### config.mk
export PLATFORM = sky130hd
export DESIGN_NAME = particle_euler_bounce_step_core
export DESIGN_NICKNAME = d
export VERILOG_FILES = /design/src/rtl/core/pebs_pkg.sv /design/src/rtl/core/particle_euler_bounce_step_core.sv /design/src/rtl/core/pebs_mul_dt.sv /design/src/rtl/core/pebs_datapath.sv /design/src/rtl/core/pebs_ctrl.sv
export SDC_FILE = /design/constraint.sdc
export NUM_CORES = 2
export LEC_CHECK = 0
export ABC_AREA = 0
export BUFFER_PORTS_ARGS = -buffer_cell sky130_fd_sc_hd__buf_2
export CAP_MARGIN = 20
export CORE_AREA = 4 4 523 525
export CTS_CLUSTER_SIZE = 30
export DETAILED_ROUTE_END_ITERATION = 10
export DIE_AREA = 0 0 527 529
export PLACE_DENSITY_LB_ADDON = 0.15
export RECOVER_POWER = 100
export SLEW_MARGIN = 20
export SYNTH_ARGS = -nofsm -noshare
export SYNTH_HDL_FRONTEND = slang
export SYNTH_HIERARCHICAL = 1
export SYNTH_SLANG_ARGS = --single-unit
### constraint.sdc
create_clock -name clk -period 22.3 [get_ports clk]
set_input_delay 3.345 -clock clk [delete_from_list [all_inputs] [get_ports clk]]
set_output_delay 3.345 -clock clk [all_outputs]
set_load 0.03 [all_outputs]
### src/rtl/core/pebs_pkg.sv
package pebs_pkg;

  localparam int IO_W              = 32;
  localparam int DT_W              = 31;
  localparam int MUL_DIG_W         = 32;
  localparam int VALUE_WIDTH_DEF   = 32;
  localparam int FRACTION_BITS_DEF = 16;
  localparam int CFG_IDX_W         = 2;

  localparam logic [DT_W-1:0]    TIMESTEP_RST = 31'd1092;
  // wall distance from the origin after reset, before range clamping
  localparam logic signed [63:0] BOUND_RST    = 64'sd65536000;

  typedef enum logic [1:0] {
    ACT_ADD_FORCE = 2'd0,
    ACT_STEP      = 2'd1,
    ACT_SET_POS   = 2'd2,
    ACT_SET_VEL   = 2'd3
  } action_t;

  typedef enum logic [CFG_IDX_W-1:0] {
    CFG_TIMESTEP     = 2'd0,
    CFG_BOUND_LEFT   = 2'd1,
    CFG_BOUND_RIGHT  = 2'd2,
    CFG_BOUND_BOTTOM = 2'd3
  } cfg_reg_t;

  typedef struct packed {
    logic [1:0]             action;
    logic signed [IO_W-1:0] value_x;
    logic signed [IO_W-1:0] value_y;
  } in_item_t;

  typedef struct packed {
    logic signed [IO_W-1:0] pos_x_out;
    logic signed [IO_W-1:0] pos_y_out;
    logic signed [IO_W-1:0] vel_x_out;
    logic signed [IO_W-1:0] vel_y_out;
  } out_item_t;

  typedef enum logic [3:0] {
    OP_NONE      = 4'd0,
    OP_ADD_FORCE = 4'd1,
    OP_SET_POS   = 4'd2,
    OP_SET_VEL   = 4'd3,
    OP_ACC_VX    = 4'd4,
    OP_ACC_VY    = 4'd5,
    OP_ACC_PX    = 4'd6,
    OP_ACC_PY    = 4'd7,
    OP_WALL_CHK  = 4'd8,
    OP_WALL_FIX  = 4'd9
  } dp_op_t;

  typedef enum logic [1:0] {
    WALL_LEFT   = 2'd0,
    WALL_RIGHT  = 2'd1,
    WALL_BOTTOM = 2'd2
  } wall_t;

  typedef enum logic [1:0] {
    MSEL_FX = 2'd0,
    MSEL_FY = 2'd1,
    MSEL_VX = 2'd2,
    MSEL_VY = 2'd3
  } mul_sel_t;

  typedef struct packed {
    dp_op_t   op;
    wall_t    wall;
    logic     mul_start;
    mul_sel_t mul_sel;
    logic     out_load;
    logic     clr_force;
  } dp_cmd_t;

  typedef struct packed {
    logic mul_done;
  } dp_status_t;

endpackage

### src/rtl/core/particle_euler_bounce_step_core.sv
// channel   | handshake             | payload
// ----------+-----------------------+--------------------------------------
// input     | in_valid / in_ready   | in_data: action, value_x, value_y
// result    | out_valid / out_ready | out_data: pos_x/y_out, vel_x/y_out
// config    | cfg_valid / cfg_ready | cfg_index, cfg_data (always ready)
//
// add force, set position and set velocity go straight to the output state;
// a step runs the one shared dt multiplier four times, ND = ceil(VALUE_WIDTH/32)
// digits per run, then checks and fixes the left, right and bottom walls.
// rst_n is synchronous: state cleared, walls and dt back to defaults at once.
// the result register holds while out_ready is low; a new item is still taken
// in that time, and its result waits in the output state until the slot frees.
module particle_euler_bounce_step_core #(
  parameter int VALUE_WIDTH   = pebs_pkg::VALUE_WIDTH_DEF,
  parameter int FRACTION_BITS = pebs_pkg::FRACTION_BITS_DEF
) (
  input  logic                           clk,
  input  logic                           rst_n,
  input  logic                           in_valid,
  output logic                           in_ready,
  input  pebs_pkg::in_item_t             in_data,
  output logic                           out_valid,
  input  logic                           out_ready,
  output pebs_pkg::out_item_t            out_data,
  input  logic                           cfg_valid,
  output logic                           cfg_ready,
  input  logic [pebs_pkg::CFG_IDX_W-1:0] cfg_index,
  input  logic [pebs_pkg::IO_W-1:0]      cfg_data
);
  import pebs_pkg::*;

  dp_cmd_t    cmd;
  dp_status_t status;

  assign cfg_ready = 1'b1;

  pebs_ctrl u_ctrl (
    .clk      (clk),
    .rst_n    (rst_n),
    .in_valid (in_valid),
    .in_ready (in_ready),
    .in_action(in_data.action),
    .out_valid(out_valid),
    .out_ready(out_ready),
    .cmd      (cmd),
    .status   (status)
  );

  pebs_datapath #(
    .VALUE_WIDTH  (VALUE_WIDTH),
    .FRACTION_BITS(FRACTION_BITS)
  ) u_dp (
    .clk      (clk),
    .rst_n    (rst_n),
    .cmd      (cmd),
    .status   (status),
    .in_item  (in_data),
    .cfg_we   (cfg_valid && cfg_ready),
    .cfg_index(cfg_index),
    .cfg_data (cfg_data),
    .out_item (out_data)
  );

endmodule

### src/rtl/core/pebs_mul_dt.sv
module pebs_mul_dt #(
  parameter int VALUE_WIDTH   = pebs_pkg::VALUE_WIDTH_DEF,
  parameter int FRACTION_BITS = pebs_pkg::FRACTION_BITS_DEF
) (
  input  logic                          clk,
  input  logic                          rst_n,
  input  logic                          start,
  input  logic signed [VALUE_WIDTH-1:0] operand,
  input  logic [pebs_pkg::DT_W-1:0]     timestep,
  output logic                          done,
  output logic signed [VALUE_WIDTH-1:0] result
);
  import pebs_pkg::*;

  localparam int VW    = VALUE_WIDTH;
  localparam int FB    = FRACTION_BITS;
  localparam int ND    = (VW + MUL_DIG_W - 1) / MUL_DIG_W;
  localparam int MAG_W = ND * MUL_DIG_W;
  localparam int ACC_W = MAG_W + DT_W;
  localparam int Q_W   = ACC_W - FB;
  localparam int P_W   = MUL_DIG_W + DT_W;
  localparam int CNT_W = $clog2(ND + 1);

  localparam logic signed [VW-1:0] RES_MAX = {1'b0, {(VW-1){1'b1}}};
  localparam logic signed [VW-1:0] RES_MIN = {1'b1, {(VW-1){1'b0}}};

  logic                 busy_r, busy_nxt;
  logic                 fin_r, fin_nxt;
  logic                 done_r, done_nxt;
  logic [CNT_W-1:0]     cnt_r, cnt_nxt;
  logic                 neg_r, neg_nxt;
  logic [MAG_W-1:0]     mag_r, mag_nxt;
  logic [ACC_W-1:0]     acc_r, acc_nxt;
  logic signed [VW-1:0] res_r, res_nxt;

  logic [VW-1:0]  mag_in;
  logic [P_W-1:0] prod;
  logic [Q_W-1:0] q;
  logic           over;

  assign mag_in = operand[VW-1] ? (~operand + VW'(1)) : operand;
  // top digit first, accumulator shifts up one digit per cycle
  assign prod   = P_W'(mag_r[MAG_W-1 -: MUL_DIG_W]) * P_W'(timestep);
  assign q      = acc_r[ACC_W-1:FB];
  assign over   = |q[Q_W-1:VW-1];

  always_comb begin
    busy_nxt = busy_r;
    fin_nxt  = fin_r;
    done_nxt = 1'b0;
    cnt_nxt  = cnt_r;
    neg_nxt  = neg_r;
    mag_nxt  = mag_r;
    acc_nxt  = acc_r;
    res_nxt  = res_r;
    if (start) begin
      neg_nxt  = operand[VW-1];
      mag_nxt  = MAG_W'(mag_in);
      acc_nxt  = '0;
      cnt_nxt  = CNT_W'(ND);
      busy_nxt = 1'b1;
    end else if (busy_r) begin
      acc_nxt = (acc_r << MUL_DIG_W) + ACC_W'(prod);
      mag_nxt = mag_r << MUL_DIG_W;
      cnt_nxt = cnt_r - CNT_W'(1);
      if (cnt_r == CNT_W'(1)) begin
        busy_nxt = 1'b0;
        fin_nxt  = 1'b1;
      end
    end else if (fin_r) begin
      fin_nxt  = 1'b0;
      done_nxt = 1'b1;
      // magnitude truncated, so the sign goes back on after the shift
      if (neg_r) begin
        res_nxt = over ? RES_MIN : VW'(-q[VW-1:0]);
      end else begin
        res_nxt = over ? RES_MAX : q[VW-1:0];
      end
    end
  end

  always_ff @(posedge clk) begin
    if (!rst_n) begin
      busy_r <= 1'b0;
      fin_r  <= 1'b0;
      done_r <= 1'b0;
      cnt_r  <= '0;
    end else begin
      busy_r <= busy_nxt;
      fin_r  <= fin_nxt;
      done_r <= done_nxt;
      cnt_r  <= cnt_nxt;
    end
  end

  always_ff @(posedge clk) begin
    neg_r <= neg_nxt;
    mag_r <= mag_nxt;
    acc_r <= acc_nxt;
    res_r <= res_nxt;
  end

  assign done   = done_r;
  assign result = res_r;

`ifndef NO_ASSERTIONS
  a_start_idle: assert property (@(posedge clk) disable iff (!rst_n)
    start |-> (!busy_r && !fin_r))
    else $error("multiply started while busy");

  a_fin_count: assert property (@(posedge clk) disable iff (!rst_n)
    fin_r |-> (cnt_r == '0))
    else $error("finish phase with digits left");

  a_done_after_fin: assert property (@(posedge clk) disable iff (!rst_n)
    (fin_r && !start) |=> done_r)
    else $error("finish phase did not raise done");
`endif

endmodule

### src/rtl/core/pebs_datapath.sv
module pebs_datapath #(
  parameter int VALUE_WIDTH   = pebs_pkg::VALUE_WIDTH_DEF,
  parameter int FRACTION_BITS = pebs_pkg::FRACTION_BITS_DEF
) (
  input  logic                           clk,
  input  logic                           rst_n,
  input  pebs_pkg::dp_cmd_t              cmd,
  output pebs_pkg::dp_status_t           status,
  input  pebs_pkg::in_item_t             in_item,
  input  logic                           cfg_we,
  input  logic [pebs_pkg::CFG_IDX_W-1:0] cfg_index,
  input  logic [pebs_pkg::IO_W-1:0]      cfg_data,
  output pebs_pkg::out_item_t            out_item
);
  import pebs_pkg::*;

  localparam int VW = VALUE_WIDTH;

  typedef logic signed [VW-1:0] val_t;

  localparam logic signed [63:0] VMAX64 = (64'sd1 <<< (VW - 1)) - 64'sd1;
  localparam logic signed [63:0] VMIN64 = -VMAX64 - 64'sd1;
  localparam val_t VMAX      = VW'(VMAX64);
  localparam val_t VMIN      = VW'(VMIN64);
  localparam val_t RST_RIGHT = VW'((BOUND_RST > VMAX64) ? VMAX64 : BOUND_RST);
  localparam val_t RST_LOW   = VW'((-BOUND_RST < VMIN64) ? VMIN64 : -BOUND_RST);

  function automatic val_t sat_add(val_t a, val_t b);
    logic [VW:0] s;
    s = {a[VW-1], a} + {b[VW-1], b};
    if (s[VW] != s[VW-1]) begin
      sat_add = s[VW] ? VMIN : VMAX;
    end else begin
      sat_add = s[VW-1:0];
    end
  endfunction

  function automatic val_t sat_sub(val_t a, val_t b);
    logic [VW:0] s;
    s = {a[VW-1], a} - {b[VW-1], b};
    if (s[VW] != s[VW-1]) begin
      sat_sub = s[VW] ? VMIN : VMAX;
    end else begin
      sat_sub = s[VW-1:0];
    end
  endfunction

  function automatic val_t sat_neg(val_t a);
    sat_neg = sat_sub('0, a);
  endfunction

  // particle state and wall registers
  val_t fx_r, fx_nxt, fy_r, fy_nxt;
  val_t vx_r, vx_nxt, vy_r, vy_nxt;
  val_t px_r, px_nxt, py_r, py_nxt;
  logic [DT_W-1:0] dt_r, dt_nxt;
  val_t bl_r, bl_nxt, br_r, br_nxt, bb_r, bb_nxt;
  logic hit_r, hit_nxt;
  val_t dist_r, dist_nxt;
  out_item_t out_r;

  val_t mul_a, mul_res;
  val_t wall_p, wall_b;
  logic wall_low;

  // io width to internal width: 0 value_x, 1 value_y, 2 config data
  logic [IO_W-1:0] io_raw [3];
  val_t            io_val [3];
  val_t            st_val [4];
  logic [IO_W-1:0] out_val [4];

  assign io_raw[0] = in_item.value_x;
  assign io_raw[1] = in_item.value_y;
  assign io_raw[2] = cfg_data;

  for (genvar i = 0; i < 3; i++) begin : g_in
    logic signed [IO_W-1:0] raw_s;
    assign raw_s = io_raw[i];
    if (VW >= IO_W) begin : g_ext
      assign io_val[i] = VW'(raw_s);
    end else begin : g_clamp
      localparam logic signed [IO_W-1:0] LIM_HI = IO_W'(VMAX64);
      localparam logic signed [IO_W-1:0] LIM_LO = IO_W'(VMIN64);
      assign io_val[i] = (raw_s > LIM_HI) ? VMAX :
                         (raw_s < LIM_LO) ? VMIN : VW'(raw_s);
    end
  end

  assign st_val[0] = px_r;
  assign st_val[1] = py_r;
  assign st_val[2] = vx_r;
  assign st_val[3] = vy_r;

  for (genvar i = 0; i < 4; i++) begin : g_out
    if (VW > IO_W) begin : g_clamp
      localparam logic signed [63:0] O_HI64 = (64'sd1 <<< (IO_W - 1)) - 64'sd1;
      localparam val_t O_HI = VW'(O_HI64);
      localparam val_t O_LO = VW'(-O_HI64 - 64'sd1);
      assign out_val[i] = (st_val[i] > O_HI) ? IO_W'(O_HI) :
                          (st_val[i] < O_LO) ? IO_W'(O_LO) : IO_W'(st_val[i]);
    end else begin : g_ext
      assign out_val[i] = IO_W'(st_val[i]);
    end
  end

  always_comb begin
    case (cmd.mul_sel)
      MSEL_FX: mul_a = fx_r;
      MSEL_FY: mul_a = fy_r;
      MSEL_VX: mul_a = vx_r;
      default: mul_a = vy_r;
    endcase
  end

  always_comb begin
    wall_low = (cmd.wall != WALL_RIGHT);
    case (cmd.wall)
      WALL_LEFT: begin
        wall_p = px_r;
        wall_b = bl_r;
      end
      WALL_RIGHT: begin
        wall_p = px_r;
        wall_b = br_r;
      end
      default: begin
        wall_p = py_r;
        wall_b = bb_r;
      end
    endcase
  end

  pebs_mul_dt #(
    .VALUE_WIDTH  (VALUE_WIDTH),
    .FRACTION_BITS(FRACTION_BITS)
  ) u_mul (
    .clk     (clk),
    .rst_n   (rst_n),
    .start   (cmd.mul_start),
    .operand (mul_a),
    .timestep(dt_r),
    .done    (status.mul_done),
    .result  (mul_res)
  );

  always_comb begin
    fx_nxt   = fx_r;
    fy_nxt   = fy_r;
    vx_nxt   = vx_r;
    vy_nxt   = vy_r;
    px_nxt   = px_r;
    py_nxt   = py_r;
    hit_nxt  = hit_r;
    dist_nxt = dist_r;
    case (cmd.op)
      OP_ADD_FORCE: begin
        fx_nxt = sat_add(fx_r, io_val[0]);
        fy_nxt = sat_add(fy_r, io_val[1]);
      end
      OP_SET_POS: begin
        px_nxt = io_val[0];
        py_nxt = io_val[1];
      end
      OP_SET_VEL: begin
        vx_nxt = io_val[0];
        vy_nxt = io_val[1];
      end
      OP_ACC_VX: vx_nxt = sat_add(vx_r, mul_res);
      OP_ACC_VY: vy_nxt = sat_add(vy_r, mul_res);
      OP_ACC_PX: px_nxt = sat_add(px_r, mul_res);
      OP_ACC_PY: py_nxt = sat_add(py_r, mul_res);
      OP_WALL_CHK: begin
        // distance past the wall, mirrored back in the fix cycle
        hit_nxt  = wall_low ? (wall_p < wall_b) : (wall_p > wall_b);
        dist_nxt = wall_low ? sat_sub(wall_b, wall_p) : sat_sub(wall_p, wall_b);
      end
      OP_WALL_FIX: begin
        if (hit_r) begin
          case (cmd.wall)
            WALL_LEFT: begin
              px_nxt = sat_add(bl_r, dist_r);
              vx_nxt = sat_neg(vx_r);
            end
            WALL_RIGHT: begin
              px_nxt = sat_sub(br_r, dist_r);
              vx_nxt = sat_neg(vx_r);
            end
            default: begin
              py_nxt = sat_add(bb_r, dist_r);
              vy_nxt = sat_neg(vy_r);
            end
          endcase
        end
      end
      default: ;
    endcase
    if (cmd.clr_force) begin
      fx_nxt = '0;
      fy_nxt = '0;
    end
  end

  always_comb begin
    dt_nxt = dt_r;
    bl_nxt = bl_r;
    br_nxt = br_r;
    bb_nxt = bb_r;
    if (cfg_we) begin
      case (cfg_reg_t'(cfg_index))
        CFG_TIMESTEP:     dt_nxt = cfg_data[DT_W-1:0];
        CFG_BOUND_LEFT:   bl_nxt = io_val[2];
        CFG_BOUND_RIGHT:  br_nxt = io_val[2];
        CFG_BOUND_BOTTOM: bb_nxt = io_val[2];
        default: ;
      endcase
    end
  end

  always_ff @(posedge clk) begin
    if (!rst_n) begin
      fx_r <= '0;
      fy_r <= '0;
      vx_r <= '0;
      vy_r <= '0;
      px_r <= '0;
      py_r <= '0;
      dt_r <= TIMESTEP_RST;
      bl_r <= RST_LOW;
      br_r <= RST_RIGHT;
      bb_r <= RST_LOW;
    end else begin
      fx_r <= fx_nxt;
      fy_r <= fy_nxt;
      vx_r <= vx_nxt;
      vy_r <= vy_nxt;
      px_r <= px_nxt;
      py_r <= py_nxt;
      dt_r <= dt_nxt;
      bl_r <= bl_nxt;
      br_r <= br_nxt;
      bb_r <= bb_nxt;
    end
  end

  always_ff @(posedge clk) begin
    hit_r  <= hit_nxt;
    dist_r <= dist_nxt;
    if (cmd.out_load) begin
      out_r.pos_x_out <= out_val[0];
      out_r.pos_y_out <= out_val[1];
      out_r.vel_x_out <= out_val[2];
      out_r.vel_y_out <= out_val[3];
    end
  end

  assign out_item = out_r;

endmodule

### src/rtl/core/pebs_ctrl.sv
module pebs_ctrl (
  input  logic                 clk,
  input  logic                 rst_n,
  input  logic                 in_valid,
  output logic                 in_ready,
  input  logic [1:0]           in_action,
  output logic                 out_valid,
  input  logic                 out_ready,
  output pebs_pkg::dp_cmd_t    cmd,
  input  pebs_pkg::dp_status_t status
);
  import pebs_pkg::*;

  typedef enum logic [11:0] {
    S_IDLE   = 12'b0000_0000_0001,
    S_MUL_FX = 12'b0000_0000_0010,
    S_MUL_FY = 12'b0000_0000_0100,
    S_MUL_VX = 12'b0000_0000_1000,
    S_MUL_VY = 12'b0000_0001_0000,
    S_WL_CHK = 12'b0000_0010_0000,
    S_WL_FIX = 12'b0000_0100_0000,
    S_WR_CHK = 12'b0000_1000_0000,
    S_WR_FIX = 12'b0001_0000_0000,
    S_WB_CHK = 12'b0010_0000_0000,
    S_WB_FIX = 12'b0100_0000_0000,
    S_OUT    = 12'b1000_0000_0000
  } state_t;

  state_t state_r, state_nxt;
  logic   out_valid_r, out_valid_nxt;
  logic   in_fire;
  logic   out_free;

  assign in_ready = (state_r == S_IDLE);
  assign in_fire  = in_valid && in_ready;
  assign out_free = !out_valid_r || out_ready;

  always_comb begin
    state_nxt     = state_r;
    cmd.op        = OP_NONE;
    cmd.wall      = WALL_LEFT;
    cmd.mul_start = 1'b0;
    cmd.mul_sel   = MSEL_FX;
    cmd.out_load  = 1'b0;
    cmd.clr_force = 1'b0;
    case (state_r)
      S_IDLE: begin
        if (in_fire) begin
          case (action_t'(in_action))
            ACT_ADD_FORCE: begin
              cmd.op    = OP_ADD_FORCE;
              state_nxt = S_OUT;
            end
            ACT_SET_POS: begin
              cmd.op    = OP_SET_POS;
              state_nxt = S_OUT;
            end
            ACT_SET_VEL: begin
              cmd.op    = OP_SET_VEL;
              state_nxt = S_OUT;
            end
            default: begin
              cmd.mul_start = 1'b1;
              cmd.mul_sel   = MSEL_FX;
              state_nxt     = S_MUL_FX;
            end
          endcase
        end
      end
      // each multiply result but the last is folded in while the next one starts
      S_MUL_FX: begin
        if (status.mul_done) begin
          cmd.op        = OP_ACC_VX;
          cmd.mul_start = 1'b1;
          cmd.mul_sel   = MSEL_FY;
          state_nxt     = S_MUL_FY;
        end
      end
      S_MUL_FY: begin
        if (status.mul_done) begin
          cmd.op        = OP_ACC_VY;
          cmd.mul_start = 1'b1;
          cmd.mul_sel   = MSEL_VX;
          state_nxt     = S_MUL_VX;
        end
      end
      S_MUL_VX: begin
        if (status.mul_done) begin
          cmd.op        = OP_ACC_PX;
          cmd.mul_start = 1'b1;
          cmd.mul_sel   = MSEL_VY;
          state_nxt     = S_MUL_VY;
        end
      end
      S_MUL_VY: begin
        if (status.mul_done) begin
          cmd.op    = OP_ACC_PY;
          state_nxt = S_WL_CHK;
        end
      end
      S_WL_CHK: begin
        cmd.op    = OP_WALL_CHK;
        cmd.wall  = WALL_LEFT;
        state_nxt = S_WL_FIX;
      end
      S_WL_FIX: begin
        cmd.op    = OP_WALL_FIX;
        cmd.wall  = WALL_LEFT;
        state_nxt = S_WR_CHK;
      end
      S_WR_CHK: begin
        cmd.op    = OP_WALL_CHK;
        cmd.wall  = WALL_RIGHT;
        state_nxt = S_WR_FIX;
      end
      S_WR_FIX: begin
        cmd.op    = OP_WALL_FIX;
        cmd.wall  = WALL_RIGHT;
        state_nxt = S_WB_CHK;
      end
      S_WB_CHK: begin
        cmd.op    = OP_WALL_CHK;
        cmd.wall  = WALL_BOTTOM;
        state_nxt = S_WB_FIX;
      end
      S_WB_FIX: begin
        cmd.op        = OP_WALL_FIX;
        cmd.wall      = WALL_BOTTOM;
        cmd.clr_force = 1'b1;
        state_nxt     = S_OUT;
      end
      S_OUT: begin
        if (out_free) begin
          cmd.out_load = 1'b1;
          state_nxt    = S_IDLE;
        end
      end
      default: state_nxt = S_IDLE;
    endcase
  end

  always_comb begin
    out_valid_nxt = out_valid_r;
    if (cmd.out_load) begin
      out_valid_nxt = 1'b1;
    end else if (out_ready) begin
      out_valid_nxt = 1'b0;
    end
  end

  always_ff @(posedge clk) begin
    if (!rst_n) begin
      state_r     <= S_IDLE;
      out_valid_r <= 1'b0;
    end else begin
      state_r     <= state_nxt;
      out_valid_r <= out_valid_nxt;
    end
  end

  assign out_valid = out_valid_r;

`ifndef NO_ASSERTIONS
  a_done_in_mul: assert property (@(posedge clk) disable iff (!rst_n)
    status.mul_done |-> (state_r == S_MUL_FX || state_r == S_MUL_FY ||
                         state_r == S_MUL_VX || state_r == S_MUL_VY))
    else $error("multiply done outside a multiply state");

  a_no_overwrite: assert property (@(posedge clk) disable iff (!rst_n)
    cmd.out_load |-> (!out_valid_r || out_ready))
    else $error("result register loaded while still pending");

  a_short_item: assert property (@(posedge clk) disable iff (!rst_n)
    (in_fire && in_action != ACT_STEP) |=> (state_r == S_OUT))
    else $error("non-step item did not go straight to output");

  a_step_done: assert property (@(posedge clk) disable iff (!rst_n)
    (state_r == S_WB_FIX) |=> (state_r == S_OUT && !out_valid_r ||
                               state_r == S_OUT && out_valid_r))
    else $error("step sequence did not end in output state");
`endif

endmodule

==> metrics.md <==
| Metric | Value |
|---|---|
| Status | `finished with violations` |
| Failing checks | `capacitance limit, slew limit` |
| Area contributors post-synth | `fa_1 (23%), dfxtp_1 (10%), ha_1 (9.7%), edfxtp_1 (8.5%), nand2_1 (5.6%)` |
| Fmax | `0.07593 GHz` |
| M1 wire length | `140.8 mm` |
| Avg Vias per Cell | `5.334` |
| DR WL met3 | `16.09 mm` |
| Clk buf depth | `3` |
| Max cap viols | `21` |
| Synth Flop Type | `dfxtp_1` |
| Clk sink count | `roughly 630` |
| Antenna Nets Post-Route | `0` |
| WS Path Type | `reg -> reg` |
| CTS Hold Bufs | `0` |
| Syn avg cell area | `about 8.6 um^2` |
| Seq/Total Area, Yosys | `18.41%` |
| Worst slew pin tran | `roughly 3.7 ns` |
| Worst slew margin | `-148.7%` |
| Share of the synthesized area in the top cell type | `22.66%` |
| CORE AREA | `between 200000 and 300000 um^2` |
| Final Wtd Congestion | `0.9278` |
| Synthesis-to-layout area growth | `9.101%` |
| Synth Warn # | `6` |
| Final instance area | `between 80000 and 90000 um^2` |
| Chip width | `527 um` |
| Max layer used | `met5` |
| Most frequent cell after synthesis | `nand2_1` |
| Final min period | `13.17 ns` |
| First-pass GRT wire length | `482.8 mm` |
| Largest area contributor in the netlist | `fa_1` |
| RSZ-0062 raised after global routing | `false` |
| Fin cells | `12970` |
| Yosys reg bits | `625` |
| Inst Count DP | `12800` |
| Synth cell types | `109` |
| Number of global-route vias before repair | `70120` |
| Post-synth EDFFs | `226` |
| Post-DP HPWL | `258.5 mm` |
| Rows | `191` |
| CP Launch Type | `register` |
| Fraction of layout cells with a size suffix above 1 | `4.857%` |
| Initial core utilization | `a little under 30%` |
| CP endpoint kind | `register` |
| Final Max Slew Viols | `836` |
| Synth Cell Area | `80240 um^2` |
| GRT Total Usage | `a little under a quarter` |
| Met2 Routed Length | `~160 mm` |
| Top Ports | `236` |
| Most frequent cells after synthesis | `nand2_1 (1207), inv_1 (1144), fa_1 (908)` |
| Worst EP arrival | `13.70 ns` |
| TNS Setup | `0 ns` |
| Worst-path clk slew | `0.06 ns` |
| TritonRoute pass-1 iters | `6` |
| Root Buffer | `clkbuf_16` |
| Async S/R FF share, synth | `0%` |
| Total wire length | `329.2 mm` |
| Die ar. | `278800 um^2` |
| CTS tree | `done` |
| Grt ovf | `0` |
| Post-CTS Resized | `0` |
| PD cells | `roughly 80 nW/um^2` |
| Synthesized instance count | `between 9000 and 10000` |
| Postcts setup bufs | `0` |
| Initial DRC count | `5237` |
| Initial antenna violation count | `44` |
| TritonCTS buffer count | `83` |
| Die height | `between 500 and 600 um` |
| Final clock skew | `0.04609 ns` |
| Peak supply drop | `roughly 0.0001 V` |
| Routed len/inst | `between 20 and 30 um` |
| Clock insertion delay at the later pin of the skew report | `between 0.7 and 0.8 ns` |
| Final Hold Vio Count | `0` |
| Pin count of the biggest net entering global routing | `94` |
| Number of I/O port buffers | `234` |
| Critical path fanouts, max | `54` |
| CTS HTree Levels | `3` |
| Final Cycle Share | `59.06%` |
| WHS | `0.4708 ns` |
| Dpl cell area | `85080 um^2` |
| Worst EP required | `22.83 ns` |
| Syn_nets | `roughly 11000` |
| Worst hold path class | `reg -> reg` |
| Layout Nets | `roughly 11000` |
| Final setup viols | `0` |
| Post-route DRC violation count | `0` |
| DR vias | `69180` |
| Cell leakage power | `39.39 nW` |
==> report_power, final <==
| group | leakage, nW | total, mW | internal [mW] | switching, mW |
|---|---|---|---|---|
| combinational | 32.6 | 4.31 | 1.54 | 2.77 |
| sequential | 5.43 | 1.47 | 1.30 | 0.166 |
| clock | 1.38 | 1.42 | 0.832 | 0.592 |
| total | 39.4 | 7.20 | 3.68 | 3.52 |
==> worst max-delay path, stage by stage, from the launching register on <==
cell and delay, ns:
dfxtp_1 0.46, nor4_1 1.02, nand3b_1 0.46, nor2b_1 1.80
clkbuf_1 1.37, clkbuf_1 2.48, o21ai_0 0.88, ha_1 0.79
nand4_1 0.27, or3_1 0.50, o211ai_1 0.53, o21ai_0 0.42
o31ai_1 0.47, xnor2_1 0.18, o21ai_4 0.83, a21oi_1 0.13
a21oi_1 0.25
==> layout make-up <==
class | count | area (um^2)
fillers | 28340 | 181800
multi-input cells | 7098 | 59260
flip-flops and latches | 625 | 14780
well taps | 3570 | 4467
inverters | 1144 | 4294
clock buffers | 117 | 2420
repair buffers | 367 | 1884
clock inverters | 37 | 410.4
diodes | 12 | 30.03
==> per-layer routing <==
metal  vias up  track usage [%]
met1     35250            29.98
met2      2083            39.04
met4         4            9.783
li1      31370                -
met3       473            2.462
met5         -                0
==> state kept, by name, summed over array words and instances, names as in the netlist, 32 cells and up <==
signal and cells:
u_dp/bl_r 32, u_dp/u_mul/acc_r 63, u_dp/u_mul/mag_r 32, u_dp/py_r 32, u_dp/px_r 32, u_dp/u_mul/result 32, u_dp/out_item 128, u_dp/dist_r 32
u_dp/vx_r 32, u_dp/br_r 32, u_dp/bb_r 32, u_dp/vy_r 32, u_dp/fx_r 32, u_dp/fy_r 32
==> worst paths after layout <==
check | slack [ns] | depth (start not counted) | to | start
setup / recovery | 9.13 | 16 | u_dp/dist_r[10] | u_ctrl/state_r[4]
hold / removal | 0.47 | 2 | u_dp/dt_r[30] | u_dp/dt_r[30]
setup reg to reg | 9.13 | 16 | u_dp/dist_r[10] | u_ctrl/state_r[4]
hold reg to reg | 0.47 | 2 | u_dp/dt_r[30] | u_dp/dt_r[30]
==> cell usage in the layout (no fill, tap or decap), types with 233 or more instances in the layout <==
cell type and instances:
a21o_1 233, a21oi_1 679, and2_1 475, dfxtp_1 398, fa_1 908, ha_1 625, inv_1 1144, nand2_1 1207
nor2_1 341, o21ai_0 588, xnor2_1 282
==> stage by stage <==
stage               util [%]  power (mW)  worst slack (ns)
floorplan                  -       4.336             15.01
global placement       31.59       5.800             14.06
detailed placement     31.59       5.766             13.98
CTS                    32.64       7.261             13.96
global route           32.50       7.758             8.705
finish                 32.50       7.198             9.129
==> logic make-up after synthesis <==
family / count (synthesis) / synth area share [%]
AO/OA/AOI/OAI: 2293 / 17.91
flip-flops: 625 / 18.41
other: 1 / 0.004674
multiplexers: 135 / 2.186
buffers and inverters: 1661 / 7.847
AND/OR/NAND/NOR: 2636 / 15.72
adder cells (fa/ha/maj): 1557 / 32.70
XOR/XNOR: 476 / 5.215
Power figures use the tool's default switching activity.
